File: src/rtl/core/hmd5_pkg.sv
// ----------------------------------------------------------------------------
// hmd5_pkg
// Shared types, constants and round tables for the HMAC-MD5 stream block.
// ----------------------------------------------------------------------------
package hmd5_pkg;

    localparam logic [31:0] IPAD_WORD = 32'h36363636;
    localparam logic [31:0] OPAD_WORD = 32'h5c5c5c5c;
    localparam logic [7:0]  PAD_BYTE  = 8'h80;
    localparam logic [7:0]  ADDR_KEY_LOW  = 8'h00;
    localparam logic [7:0]  ADDR_KEY_HIGH = 8'h08;
    localparam logic [7:0]  ADDR_KEY_LEN  = 8'h10;

    localparam logic [127:0] MD5_IV =
        {32'h10325476, 32'h98badcfe, 32'hefcdab89, 32'h67452301};

    typedef struct packed {
        logic        last;
        logic [2:0]  valid_bytes;
        logic [31:0] msg_word;
    } in_word_t;

    typedef struct packed {
        logic [63:0] mac_high;
        logic [63:0] mac_low;
    } out_word_t;

    typedef enum logic [3:0] {
        ST_IDLE, ST_IKEY, ST_BYTE, ST_PAD_ONE, ST_PAD_ZERO, ST_PAD_LEN,
        ST_OKEY, ST_OBLK, ST_COMP, ST_OUT
    } state_t;

    // Where a compression run returns when done
    typedef enum logic [1:0] {
        RET_BYTE, RET_PAD, RET_OBLK, RET_OUT
    } ret_t;

    // Datapath byte source select
    typedef enum logic [1:0] {
        SRC_MSG, SRC_PAD, SRC_ZERO, SRC_LEN
    } bsrc_t;

    typedef struct packed {
        logic  load_word;   // capture the accepted word, restart byte index
        logic  open_msg;    // latch key, set counter to 64, load ikey block, iv
        logic  put_byte;    // write one byte into the buffer
        bsrc_t bsrc;
        logic  comp_start;  // begin 64 rounds
        logic  load_okey;   // load okey block, save inner digest
        logic  load_oblk;   // load digest block for outer compress
        logic  finish;      // capture mac
    } cmd_t;

    typedef struct packed {
        logic       comp_busy;
        logic       blk_full;   // this put_byte fills a block
        logic [5:0] pos;        // byte position in block
        logic [2:0] byte_idx;   // bytes of the current word written so far
        logic [2:0] len_idx;
    } sts_t;

    function automatic logic [31:0] md5_k(input logic [5:0] i);
        logic [31:0] k [64];
        k = '{
            32'hd76aa478, 32'he8c7b756, 32'h242070db, 32'hc1bdceee,
            32'hf57c0faf, 32'h4787c62a, 32'ha8304613, 32'hfd469501,
            32'h698098d8, 32'h8b44f7af, 32'hffff5bb1, 32'h895cd7be,
            32'h6b901122, 32'hfd987193, 32'ha679438e, 32'h49b40821,
            32'hf61e2562, 32'hc040b340, 32'h265e5a51, 32'he9b6c7aa,
            32'hd62f105d, 32'h02441453, 32'hd8a1e681, 32'he7d3fbc8,
            32'h21e1cde6, 32'hc33707d6, 32'hf4d50d87, 32'h455a14ed,
            32'ha9e3e905, 32'hfcefa3f8, 32'h676f02d9, 32'h8d2a4c8a,
            32'hfffa3942, 32'h8771f681, 32'h6d9d6122, 32'hfde5380c,
            32'ha4beea44, 32'h4bdecfa9, 32'hf6bb4b60, 32'hbebfbc70,
            32'h289b7ec6, 32'heaa127fa, 32'hd4ef3085, 32'h04881d05,
            32'hd9d4d039, 32'he6db99e5, 32'h1fa27cf8, 32'hc4ac5665,
            32'hf4292244, 32'h432aff97, 32'hab9423a7, 32'hfc93a039,
            32'h655b59c3, 32'h8f0ccc92, 32'hffeff47d, 32'h85845dd1,
            32'h6fa87e4f, 32'hfe2ce6e0, 32'ha3014314, 32'h4e0811a1,
            32'hf7537e82, 32'hbd3af235, 32'h2ad7d2bb, 32'heb86d391};
        return k[i];
    endfunction

    function automatic logic [4:0] md5_s(input logic [5:0] i);
        logic [4:0] s [16];
        s = '{5'd7, 5'd12, 5'd17, 5'd22, 5'd5, 5'd9, 5'd14, 5'd20,
              5'd4, 5'd11, 5'd16, 5'd23, 5'd6, 5'd10, 5'd15, 5'd21};
        return s[{i[5:4], i[1:0]}];
    endfunction

endpackage

File: src/rtl/core/hmd5_ctrl.sv
// ----------------------------------------------------------------------------
// hmd5_ctrl
// Sequencer: walks bytes of each word, padding, length, both key blocks and the outer block.
// ----------------------------------------------------------------------------
module hmd5_ctrl import hmd5_pkg::*; (
    input  logic     aclk,
    input  logic     aresetn,
    input  logic     in_valid,
    input  in_word_t in_word,
    output logic     in_ready,
    output logic     out_valid,
    input  logic     out_ready,
    input  sts_t     sts,
    output cmd_t     cmd
);

    state_t     state_reg, state_next;
    ret_t       ret_reg, ret_next;
    logic       open_reg, open_next;
    logic       out_valid_reg, out_valid_next;
    logic [2:0] nbytes_reg, nbytes_next;
    logic       last_reg, last_next;
    logic [2:0] nb_in;

    assign nb_in = (in_word.valid_bytes > 3'd4) ? 3'd4 : in_word.valid_bytes;
    assign in_ready = (state_reg == ST_IDLE) && !out_valid_reg;
    assign out_valid = out_valid_reg;

    // Control registers
    always_ff @(posedge aclk) begin
        if (!aresetn) begin
            state_reg     <= ST_IDLE;
            ret_reg       <= RET_BYTE;
            open_reg      <= 1'b0;
            out_valid_reg <= 1'b0;
            nbytes_reg    <= '0;
            last_reg      <= 1'b0;
        end else begin
            state_reg     <= state_next;
            ret_reg       <= ret_next;
            open_reg      <= open_next;
            out_valid_reg <= out_valid_next;
            nbytes_reg    <= nbytes_next;
            last_reg      <= last_next;
        end
    end

    // Next state
    always_comb begin
        state_next     = state_reg;
        ret_next       = ret_reg;
        open_next      = open_reg;
        nbytes_next    = nbytes_reg;
        last_next      = last_reg;
        out_valid_next = out_valid_reg;
        if (out_valid_reg && out_ready) out_valid_next = 1'b0;
        case (state_reg)
            ST_IDLE: begin
                if (in_valid && in_ready) begin
                    nbytes_next = nb_in;
                    last_next   = in_word.last;
                    open_next   = 1'b1;
                    if (!open_reg) begin
                        state_next = ST_COMP;
                        ret_next   = RET_BYTE;
                    end else begin
                        state_next = ST_BYTE;
                    end
                end
            end
            ST_BYTE: begin
                if (sts.byte_idx == nbytes_reg) begin
                    state_next = last_reg ? ST_PAD_ONE : ST_IDLE;
                end else if (sts.blk_full) begin
                    state_next = ST_COMP;
                    ret_next   = RET_BYTE;
                end
            end
            ST_PAD_ONE, ST_PAD_ZERO: begin
                if (sts.blk_full) begin
                    state_next = ST_COMP;
                    ret_next   = RET_PAD;
                end else begin
                    state_next = (sts.pos == 6'd55) ? ST_PAD_LEN : ST_PAD_ZERO;
                end
            end
            ST_PAD_LEN: begin
                if (sts.blk_full) begin
                    state_next = ST_COMP;
                    ret_next   = RET_OBLK;
                end
            end
            ST_OKEY: begin
                state_next = ST_COMP;
                ret_next   = RET_OBLK;
            end
            ST_OBLK: begin
                state_next = ST_COMP;
                ret_next   = RET_OUT;
            end
            ST_COMP: begin
                if (!sts.comp_busy) begin
                    case (ret_reg)
                        RET_BYTE: state_next = ST_BYTE;
                        RET_PAD:  state_next = (sts.pos == 6'd56) ? ST_PAD_LEN
                                                                  : ST_PAD_ZERO;
                        RET_OBLK: state_next = last_reg ? ST_OKEY : ST_OBLK;
                        RET_OUT:  state_next = ST_OUT;
                        default:  state_next = ST_IDLE;
                    endcase
                    if (ret_reg == RET_OBLK) last_next = 1'b0;
                end
            end
            ST_OUT: begin
                out_valid_next = 1'b1;
                open_next      = 1'b0;
                state_next     = ST_IDLE;
            end
            default: state_next = ST_IDLE;
        endcase
    end

    // Commands
    always_comb begin
        cmd = '0;
        cmd.bsrc = SRC_MSG;
        case (state_reg)
            ST_IDLE: begin
                if (in_valid && in_ready) begin
                    cmd.load_word = 1'b1;
                    if (!open_reg) begin
                        cmd.open_msg   = 1'b1;
                        cmd.comp_start = 1'b1;
                    end
                end
            end
            ST_BYTE: begin
                if (sts.byte_idx != nbytes_reg) cmd.put_byte = 1'b1;
            end
            ST_PAD_ONE: begin
                cmd.put_byte = 1'b1;
                cmd.bsrc     = SRC_PAD;
            end
            ST_PAD_ZERO: begin
                cmd.put_byte = 1'b1;
                cmd.bsrc     = SRC_ZERO;
            end
            ST_PAD_LEN: begin
                cmd.put_byte = 1'b1;
                cmd.bsrc     = SRC_LEN;
            end
            ST_OKEY: begin
                cmd.load_okey  = 1'b1;
                cmd.comp_start = 1'b1;
            end
            ST_OBLK: begin
                cmd.load_oblk  = 1'b1;
                cmd.comp_start = 1'b1;
            end
            ST_COMP: begin
                if (!sts.comp_busy && (ret_reg == RET_BYTE || ret_reg == RET_PAD))
                    cmd.comp_start = 1'b0;
            end
            ST_OUT:  cmd.finish = 1'b1;
            default: cmd = '0;
        endcase
    end

endmodule

File: src/rtl/core/hmd5_dp.sv
// ----------------------------------------------------------------------------
// hmd5_dp
// Datapath: block buffer, byte counter, chain value and one MD5 round a cycle.
// ----------------------------------------------------------------------------
module hmd5_dp import hmd5_pkg::*; (
    input  logic         aclk,
    input  logic         aresetn,
    input  cmd_t         cmd,
    input  logic [31:0]  msg_word,
    input  logic [127:0] key_in,
    output sts_t         sts,
    output logic [127:0] mac
);

    logic [31:0]  blk_reg [16];
    logic [127:0] key_reg;
    logic [127:0] chain_reg;
    logic [127:0] inner_reg;
    logic [127:0] mac_reg;
    logic [63:0]  cnt_reg;
    logic [63:0]  bits_reg;
    logic [31:0]  word_reg;
    logic [2:0]   bidx_reg;
    logic [2:0]   lidx_reg;
    logic         full_reg;
    logic         busy_reg;
    logic [5:0]   rnd_reg;
    logic [31:0]  a_reg, b_reg, c_reg, d_reg;

    logic [5:0]   pos;
    logic [7:0]   byte_val;
    logic [31:0]  f;
    logic [3:0]   g;
    logic [31:0]  sum, rot;
    logic [63:0]  rot2;

    assign pos = cnt_reg[5:0];

    // Byte source
    always_comb begin
        case (cmd.bsrc)
            SRC_MSG:  byte_val = word_reg[{bidx_reg[1:0], 3'b000} +: 8];
            SRC_PAD:  byte_val = PAD_BYTE;
            SRC_ZERO: byte_val = 8'h00;
            SRC_LEN:  byte_val = bits_reg[{lidx_reg, 3'b000} +: 8];
            default:  byte_val = 8'h00;
        endcase
    end

    // Round function
    always_comb begin
        case (rnd_reg[5:4])
            2'd0: begin
                f = (b_reg & c_reg) | (~b_reg & d_reg);
                g = rnd_reg[3:0];
            end
            2'd1: begin
                f = (d_reg & b_reg) | (~d_reg & c_reg);
                g = 4'(5 * rnd_reg[3:0] + 1);
            end
            2'd2: begin
                f = b_reg ^ c_reg ^ d_reg;
                g = 4'(3 * rnd_reg[3:0] + 5);
            end
            default: begin
                f = c_reg ^ (b_reg | ~d_reg);
                g = 4'(7 * rnd_reg[3:0]);
            end
        endcase
        sum  = a_reg + f + md5_k(rnd_reg) + blk_reg[g];
        rot2 = {sum, sum} << md5_s(rnd_reg);
        rot  = rot2[63:32];
    end

    // Buffer, counters and round engine
    always_ff @(posedge aclk) begin
        if (!aresetn) begin
            busy_reg  <= 1'b0;
            full_reg  <= 1'b0;
            cnt_reg   <= '0;
            bidx_reg  <= '0;
            lidx_reg  <= '0;
            rnd_reg   <= '0;
            chain_reg <= MD5_IV;
        end else begin
            full_reg <= 1'b0;
            if (cmd.open_msg) begin
                key_reg <= key_in;
                cnt_reg <= 64'd64;
                for (int i = 0; i < 16; i++)
                    blk_reg[i] <= ((i < 4) ? key_in[32*i +: 32] : 32'h0) ^ IPAD_WORD;
                chain_reg <= MD5_IV;
            end
            // Hold the accepted word while its bytes are written
            if (cmd.load_word) begin
                word_reg <= msg_word;
                bidx_reg <= '0;
            end
            if (cmd.put_byte) begin
                blk_reg[pos[5:2]][{pos[1:0], 3'b000} +: 8] <= byte_val;
                cnt_reg  <= cnt_reg + 64'd1;
                full_reg <= (pos == 6'd63);
                if (cmd.bsrc == SRC_MSG) bidx_reg <= bidx_reg + 3'd1;
                if (cmd.bsrc == SRC_PAD) begin
                    bits_reg <= {cnt_reg[60:0], 3'b000};
                    lidx_reg <= '0;
                end
                if (cmd.bsrc == SRC_LEN) lidx_reg <= lidx_reg + 3'd1;
            end
            if (cmd.load_okey) begin
                inner_reg <= chain_reg;
                chain_reg <= MD5_IV;
                for (int i = 0; i < 16; i++)
                    blk_reg[i] <= ((i < 4) ? key_reg[32*i +: 32] : 32'h0) ^ OPAD_WORD;
            end
            if (cmd.load_oblk) begin
                for (int i = 0; i < 16; i++)
                    blk_reg[i] <= (i < 4) ? inner_reg[32*i +: 32] :
                                  (i == 4) ? 32'h80 : (i == 14) ? 32'd640 : 32'h0;
            end
            if (cmd.comp_start) begin
                busy_reg <= 1'b1;
                rnd_reg  <= '0;
                if (cmd.open_msg || cmd.load_okey) begin
                    {d_reg, c_reg, b_reg, a_reg} <= MD5_IV;
                end else begin
                    {d_reg, c_reg, b_reg, a_reg} <= chain_reg;
                end
            end else if (full_reg) begin
                busy_reg <= 1'b1;
                rnd_reg  <= '0;
                {d_reg, c_reg, b_reg, a_reg} <= chain_reg;
            end else if (busy_reg) begin
                a_reg <= d_reg;
                d_reg <= c_reg;
                c_reg <= b_reg;
                b_reg <= b_reg + rot;
                rnd_reg <= rnd_reg + 6'd1;
                if (rnd_reg == 6'd63) begin
                    busy_reg  <= 1'b0;
                    chain_reg <= {chain_reg[127:96] + c_reg,
                                  chain_reg[95:64] + b_reg,
                                  chain_reg[63:32] + b_reg + rot,
                                  chain_reg[31:0] + d_reg};
                end
            end
            if (cmd.finish) begin
                mac_reg <= chain_reg;
                cnt_reg <= '0;
            end
        end
    end

    assign sts.comp_busy = busy_reg || full_reg || cmd.comp_start;
    assign sts.blk_full  = cmd.put_byte && (pos == 6'd63);
    assign sts.pos       = pos;
    assign sts.byte_idx  = bidx_reg;
    assign sts.len_idx   = lidx_reg;
    assign mac           = mac_reg;

endmodule

File: src/rtl/core/hmac_md5_stream.sv
// ----------------------------------------------------------------------------
// hmac_md5_stream
// HMAC-MD5 over a word stream with a 16-byte key held in APB registers.
// ----------------------------------------------------------------------------
// One MD5 round runs per cycle in a single shared round unit, and one message
// byte is written per cycle into the block buffer, pausing while each filled
// 64-byte block compresses. A new word waits until the previous one is written.
// The first word of a message also compresses the inner key block; the last
// word adds padding (up to 72 bytes and one or two compressions) plus two more
// compressions for the outer hash before the MAC word is offered.
module hmac_md5_stream import hmd5_pkg::*; (
    input  logic        aclk,
    input  logic        aresetn,
    input  logic        psel,
    input  logic        penable,
    input  logic        pwrite,
    input  logic [4:0]  paddr,
    input  logic [63:0] pwdata,
    output logic [63:0] prdata,
    output logic        pready,
    input  logic        s_valid,
    output logic        s_ready,
    input  in_word_t    s_data,
    output logic        m_valid,
    input  logic        m_ready,
    output out_word_t   m_data
);

    logic [63:0]  key_low_reg, key_high_reg;
    logic [4:0]   key_len_reg;
    logic [127:0] key_masked, mac;
    logic [4:0]   klen;
    cmd_t         cmd;
    sts_t         sts;

    assign pready = 1'b1;

    // Configuration registers
    always_ff @(posedge aclk) begin
        if (!aresetn) begin
            key_low_reg  <= '0;
            key_high_reg <= '0;
            key_len_reg  <= '0;
        end else if (psel && penable && pwrite) begin
            case ({3'b000, paddr})
                ADDR_KEY_LOW:  key_low_reg  <= pwdata;
                ADDR_KEY_HIGH: key_high_reg <= pwdata;
                ADDR_KEY_LEN:  key_len_reg  <= pwdata[4:0];
                default: ;
            endcase
        end
    end

    always_comb begin
        case ({3'b000, paddr})
            ADDR_KEY_LOW:  prdata = key_low_reg;
            ADDR_KEY_HIGH: prdata = key_high_reg;
            ADDR_KEY_LEN:  prdata = {59'd0, key_len_reg};
            default:       prdata = '0;
        endcase
    end

    // Zero key bytes at and beyond the key length
    assign klen = (key_len_reg > 5'd16) ? 5'd16 : key_len_reg;
    always_comb begin
        key_masked = {key_high_reg, key_low_reg};
        for (int i = 0; i < 16; i++)
            if (i >= klen) key_masked[8*i +: 8] = 8'h00;
    end

    hmd5_ctrl u_ctrl (
        .aclk      (aclk),
        .aresetn   (aresetn),
        .in_valid  (s_valid),
        .in_word   (s_data),
        .in_ready  (s_ready),
        .out_valid (m_valid),
        .out_ready (m_ready),
        .sts       (sts),
        .cmd       (cmd)
    );

    hmd5_dp u_dp (
        .aclk     (aclk),
        .aresetn  (aresetn),
        .cmd      (cmd),
        .msg_word (s_data.msg_word),
        .key_in   (key_masked),
        .sts      (sts),
        .mac      (mac)
    );

    assign m_data.mac_low  = mac[63:0];
    assign m_data.mac_high = mac[127:64];

    // Checks
    a_no_accept_while_out: assert property (@(posedge aclk) disable iff (!aresetn)
        m_valid |-> !s_ready) else $error("input taken with result pending");
    a_out_stable: assert property (@(posedge aclk) disable iff (!aresetn)
        m_valid && !m_ready |=> $stable(m_data)) else $error("mac changed");
    a_len_ok: assert property (@(posedge aclk) disable iff (!aresetn)
        klen <= 5'd16) else $error("key length clamp");

endmodule

File: config.mk
export PLATFORM = sky130hd
export DESIGN_NAME = hmac_md5_stream
export DESIGN_NICKNAME = d
export VERILOG_FILES = /design/src/rtl/core/hmd5_pkg.sv /design/src/rtl/core/hmd5_ctrl.sv /design/src/rtl/core/hmd5_dp.sv /design/src/rtl/core/hmac_md5_stream.sv
export SDC_FILE = /design/constraint.sdc
export NUM_CORES = 2
export LEC_CHECK = 0
export ABC_AREA = 1
export BUFFER_PORTS_ARGS = -buffer_cell sky130_fd_sc_hd__buf_2
export CELL_PAD_IN_SITES_DETAIL_PLACEMENT = 0
export CELL_PAD_IN_SITES_GLOBAL_PLACEMENT = 1
export CORE_ASPECT_RATIO = 1.75
export CORE_MARGIN = 2
export CORE_UTILIZATION = 48
export CTS_CLUSTER_DIAMETER = 50
export CTS_CLUSTER_SIZE = 14
export DETAILED_ROUTE_END_ITERATION = 6
export HOLD_SLACK_MARGIN = 0.02
export PLACE_DENSITY = 0.83
export RECOVER_POWER = 25
export SYNTH_ARGS = -nofsm -noshare
export SYNTH_HDL_FRONTEND = slang
export SYNTH_SLANG_ARGS = --single-unit
File: constraint.sdc
create_clock -name aclk -period 10.9 [get_ports aclk]
set_clock_uncertainty 0.15 [all_clocks]
set_input_delay 0.545 -clock aclk [delete_from_list [all_inputs] [get_ports aclk]]
set_output_delay 0.545 -clock aclk [all_outputs]
set_load 0.01 [all_outputs]
# Word-level counts from Yosys, hierarchy flattened
# Memories as Yosys holds them, arrays and structs flattened.
# Index checks and enable logic that the tools add are counted.
[word_totals]
ff_bits = 956
input_bits = 112
n_memories = 3
out_inout_bits = 195
elab_cells = 347
rom_bits = 2128
ramBits = 512
[mem_list]
columns = ["name", "words", "width", "rd", "rd_clocked_by_memory_dff", "wr", "line_no", "text"]
rows = [
  ["(name not given)", 64, 32, 1, 0, 0, "hmd5_pkg.sv:81", "return k[i];"],
  ["u_dp.blk_reg", 16, 32, 1, 0, 16, "hmd5_dp.sv:15", "logic [31:0] blk_reg [16];"],
  ["(name not given)", 16, 5, 1, 0, 0, "hmd5_pkg.sv:88", "return s[{i[5:4], i[1:0]}];"],
]
[classes]
order_cmp = 20
bitwise = 55
n_reduce_logical = 44
n_eq_ne = 32
shift = 5
n_mux = 144
n_mul = 3
n_addsub = 16
[ops]
columns = ["operator", "n"]
rows = [
  ["$mux 32", 53],
  ["$mux 128", 6],
  ["$add 32x32->32", 9],
  ["$pmux 64 s3", 1],
  ["$and 32x32->32", 4],
  ["$mux 64", 2],
  ["$mux 8", 16],
  ["$not 16->16", 8],
  ["$or 32x32->32", 3],
  ["$pmux 32 s3", 1],
  ["$xor 32x32->32", 3],
  ["$add 64x1->64 const B", 1],
  ["$not 32->32", 2],
  ["$shiftx 64x7->8", 1],
  ["$shl 64x5->64", 1],
  ["$ge 4x5->1 const A", 8],
  ["$or 1x1->1", 32],
  ["$pmux 8 s4", 1],
  ["$reduce_or 32->1", 1],
  ["$shift 8x7->32 const A", 1],
  ["$shiftx 32x6->8", 1],
  ["$shiftx 8x7->32", 1],
  ["$mux 1", 30],
  ["$mux 4", 7],
  ["53 further kinds", 126],
]

# Longest topological paths before layout
[depth]
word_depth = 13
ltp_mapped = 66
mapped_depth_nobuf = 64

# Hierarchy
# A second synthesis with hierarchy kept.
[hier_totals]
cells_unflattened = 10197
area_unflattened_um2 = 84272.1
[by_module_without_submodules]
columns = ["mod", "n_inst", "cells_per_inst", "seq_area_each_um2", "area_each_um2"]
rows = [
  ["hmd5_dp", 1, 8842, 37606.1, 76176.8],
  ["hmac_md5_stream", 1, 1203, 2662.6, 7138.1],
  ["hmd5_ctrl", 1, 152, 240.2, 957.2],
]

# Worst setup path before layout
# No wires, ideal clock.
[synth_path]
kind = "register to register"
start = "reg u_ctrl.state_reg[0]"
end = "mem u_dp.blk_reg[12][0], enable pin"
stages_incl_launch_ff = 14
slack_ns = 0.851
arrival_time_ns = 9.562
required_ns = 10.413
period_less_slack_ns = 10.049
path_buffers = 2
setup_ns = 0.337
path_cell_list = "dfxtp_1 -> buf_4 -> nor2_1 -> nand2_1 -> nor2_1 -> nand2_1 -> nor2_1 -> inv_1 -> nor2_1 -> inv_1 -> nand2_1 -> clkinv_1 -> clkbuf_1 -> nand3_1"
[synth_lines]
columns = ["item", "line_no", "text"]
rows = [
  ["start, declared", "hmd5_ctrl.sv:17", "state_t state_reg, state_next;"],
  ["start signal, assigned", "hmd5_ctrl.sv:39", "state_reg <= state_next;"],
  ["end, declared", "hmd5_dp.sv:15", ""],
]

# Final worst setup path
[layout_path]
start = "reg u_dp.rnd_reg[1]"
end = "reg u_dp.chain_reg[61]"
[layout_via]
elab_chain_len = 12
word_cells_on_any_way = 24
cone_classes = "5 x add/sub; 3 x mul; 1 x eq/ne; 1 x shift; 9 x mux; 2 x bitwise; 3 x memory"
[layout_rtl]
columns = ["item", "line_no", "text"]
rows = [
  ["start, declared", "hmd5_dp.sv:27", "logic [5:0] rnd_reg;"],
  ["start signal, assigned", "hmd5_dp.sv:138", "rnd_reg <= rnd_reg + 6'd1;"],
  ["parallel branches: the longest is 8 deep, another holds $mem_v2 16x32", "-", ""],
  ["$mux 128 *", "hmd5_dp.sv:139", "if (rnd_reg == 6'd63) begin"],
  ["$mux 128 *", "hmd5_dp.sv:133", "end else if (busy_reg) begin"],
  ["$mux 128 *", "hmd5_dp.sv:129", "end else if (full_reg) begin"],
  ["$mux 128 *", "hmd5_dp.sv:121", "if (cmd.comp_start) begin"],
  ["end signal, assigned", "hmd5_dp.sv:141", "chain_reg <= {chain_reg[127:96] + c_reg,"],
  ["end, declared", "hmd5_dp.sv:17", "logic [127:0] chain_reg;"],
]
# Mark *: on every way between the ends. The select of a mux whose other input is x is not followed.
# A chain may end at the register's enable or synchronous reset.

==> reports/qor.csv <==
metric,value,unit
status,"complete, but fails checks",
violated_checks,"max-capacitance violations, max-slew violations",
netlist_top_cells_area,"sky130_fd_sc_hd__edfxtp_1, sky130_fd_sc_hd__nand2_1, sky130_fd_sc_hd__dfxtp_1",
wl_per_cell,31.2,um
number_of_synthesized_register_bits,1465,
cts_root_buffer,sky130_fd_sc_hd__clkbuf_16,
rows,203,
synth_nets,10600,
count_of_nets_left_with_antenna_violations_after_detail_routing,0,
crit-reg2reg-launch,u_dp.rnd_reg[1]$_SDFFE_PP0P_,
hpwlAfterDp,297000,um
maxClockFrequency,97.6,MHz
drt-total-wl,401000,um
drc_errors,0,
netlist-cell-type-count,77,
final_cell_mix,"sky130_fd_sc_hd__nand2_1, sky130_fd_sc_hd__o21ai_0, sky130_fd_sc_hd__edfxtp_1",
max_slew_margin,-163,%
cellLeakagePower,36.9,nW
cap_violations,7,
timing.final.setup_violations,0,
cts_tree,built,
finalHoldViolations,0,
multi_input_comb_area,37700,um2
port-buffer-count,305,
vias_per_cell,6.33,
post-route-min-period,10.24,ns
first_pass_grt_wire_length,555000,um
largest_register_ffs,512,
critPathMostFrequentCell,sky130_fd_sc_hd__nand2_1,
synth_area_per_cell,8.27,um2
final_nets,10900,
crit_path_max_fanout,13,
grt_start_max_net_pins,156,
report.power.total,39.5,mW
cts.sinks,1465,
finalWeightedCongestion,1.06,
synth_sequential_area_ratio,48.1,%
asyncSetResetFlopFracSynth,0,%
ys.warnings.count,0,
setup-tns-final,0,ns
worstSetupPathType,reg -> reg,
antenna_found_initial,36,
design.die.area,179000,um2
first_pass_iters,7,
critical_path.startpoint_type,register,
post-synth-top-area-cell,sky130_fd_sc_hd__edfxtp_1,
drive_above_1_share,7.91,%
actual_slew_at_the_worst_max_slew_pin,3.95,ns
r2r_setup_slack,0.66,ns
global_route.overflow_total,0,
p_per_area,418,nW/um2
worstRegToRegCells,58,
postLayoutCoreUtil,54.1,%
synthesis.instances,10200,
final_common_cell,sky130_fd_sc_hd__nand2_1,
design.core.area,174000,um2
synth_largest_type_area_fraction,39.8,%
critical-path-max-stage-delay,0.51,ns
dieHeight,558,um
whs,0.111,ns
unrepaired_setup_endpoints_after_global_routing,false,
startpoint,u_dp.rnd_reg[1]$_SDFFE_PP0P_,
io_count,307,
layout.area.seq,40500,um2
min_path_type,in -> reg,
post_synth_edffs,1117,
final_max_slew_viol_count,384,
area_growth,12.0,%
numCtsBuffers,149,
end_kind,register,
clkLatencyLatePin,0.84,ns
first_global_vias,76500,
r2r-end,u_dp.chain_reg[61]$_SDFF_PN1_,
post-route-period-util,94.0,%
grt_use_total,43.7,%
max-clock-path-buffers,4,
fill_cell_count,16500,
cts_max_level,4,
num_vias,81200,
first_iter_violations,10800,
initial_core_util,48.3,%
fp.dieW,321,um
dominantRegCellSynth,sky130_fd_sc_hd__edfxtp_1,
clkSlewWorstSetupHoldPaths,0.07,ns
arrival_time_at_the_worst_endpoint,10.74,ns
worst_setup_path_endpoint,u_dp.chain_reg[61]$_SDFF_PN1_,
cp_slowest_cell,sky130_fd_sc_hd__fa_1,
cell_area_after_synthesis,84200,um2
vdd_ir_drop_max,0.883,mV
required,11.40,ns
==> cell usage after synthesis (all sizes together), types with 16 or more instances <==
master	number
a211oi	44
a21oi	698
a221oi	26
a22oi	22
a31oi	65
a32oi	33
buf	85
clkbuf	505
clkinv	17
dfxtp	348
edfxtp	1117
fa	100
ha	225
inv	1030
nand2	2004
nand3	1039
nand4	44
nor2	807
nor3	100
nor4	35
o2111ai	16
o211ai	121
o21a	17
o21ai	1262
o221ai	63
o22ai	94
or2	68
xnor2	32
xor2	51
==> stage by stage <==
step	area (um2)	worst slack, ns	instances
2_1_floorplan	84200	0.851	10200
3_3_place_gp	88900	0.360	12400
4_1_cts	94300	0.320	12800
6_report	94400	0.657	12800
3_5_place_dp	88900	0.346	12400
5_1_grt	94300	0.0119	12800
==> worst min path at each step <==
stage,slack [ns],start,depth (start not counted),end
after global placement,0.26,u_dp.cnt_reg[52]$_SDFFE_PP0P_,0,u_dp.bits_reg[55]$_DFFE_PP_
after global routing,0.14,s_valid,4,u_ctrl.nbytes_reg[0]$_SDFFE_PN0P_
after floorplan,0.26,u_dp.cnt_reg[52]$_SDFFE_PP0P_,0,u_dp.bits_reg[55]$_DFFE_PP_
after CTS,0.10,s_valid,4,u_dp.bidx_reg[1]$_SDFF_PN0_
after detailed placement,0.28,u_dp.cnt_reg[52]$_SDFFE_PP0P_,0,u_dp.bits_reg[55]$_DFFE_PP_
final,0.11,s_valid,4,u_ctrl.nbytes_reg[0]$_SDFFE_PN0P_
==> worst max-delay path, delay by kind of cell (launching register included) <==
kind                       cells  cell delay [ns]
adders and majority gates      6             2.42
buffers and inverters         10             1.27
and+or+nand+nor               26             2.70
DFF                            1             0.33
AOI/OAI and AO/OA             16             3.23
==> cell type report <==
type | count | area share (%)
clock buffer | 198 | 4.26
timing repair buffer | 711 | 5.19
sequential | 1465 | 42.9
tap | 2255 | 2.99
inverter | 1047 | 4.20
antenna | 34 | 0.0902
clock inverter | 41 | 0.394
multi-input combinational | 7077 | 40.0
==> power by group <==
group	internal, mW	switching, mW
combinational	9.50	17.5
sequential	6.85	0.620
clock	2.66	2.31
total	19.0	20.5
==> cell families after synthesis <==
| family | share of synthesized area [%] |
|---|---|
| and+or+nand+nor | 20.8 |
| AOI/OAI and AO/OA | 17.0 |
| buffers and inverters | 7.41 |
| DFF | 48.1 |
| adders and majority gates | 5.72 |
| xor gates and xnor gates | 0.863 |
| muxes | 0.0594 |
| other | 0.00445 |
==> routing by layer <==
metal  GRT usage, %  part of all wire (%)  wire (um)
met1           47.7                    33     131000
met5              0                 0.026        106
met2           70.8                    46     184000
met4           43.5                    12      48400
met3           7.88                   9.2      36800
==> repair_timing <==
| action | CTS | global route |
|---|---|---|
| setup endpoints to repair | 0 | 25 |
| hold endpoints to repair | 170 | 0 |
| resized for setup | 0 | 29 |
| buffers inserted | 0 | 6 |
| hold buffers | 104 | 0 |
Power figures use the tool's default switching activity.
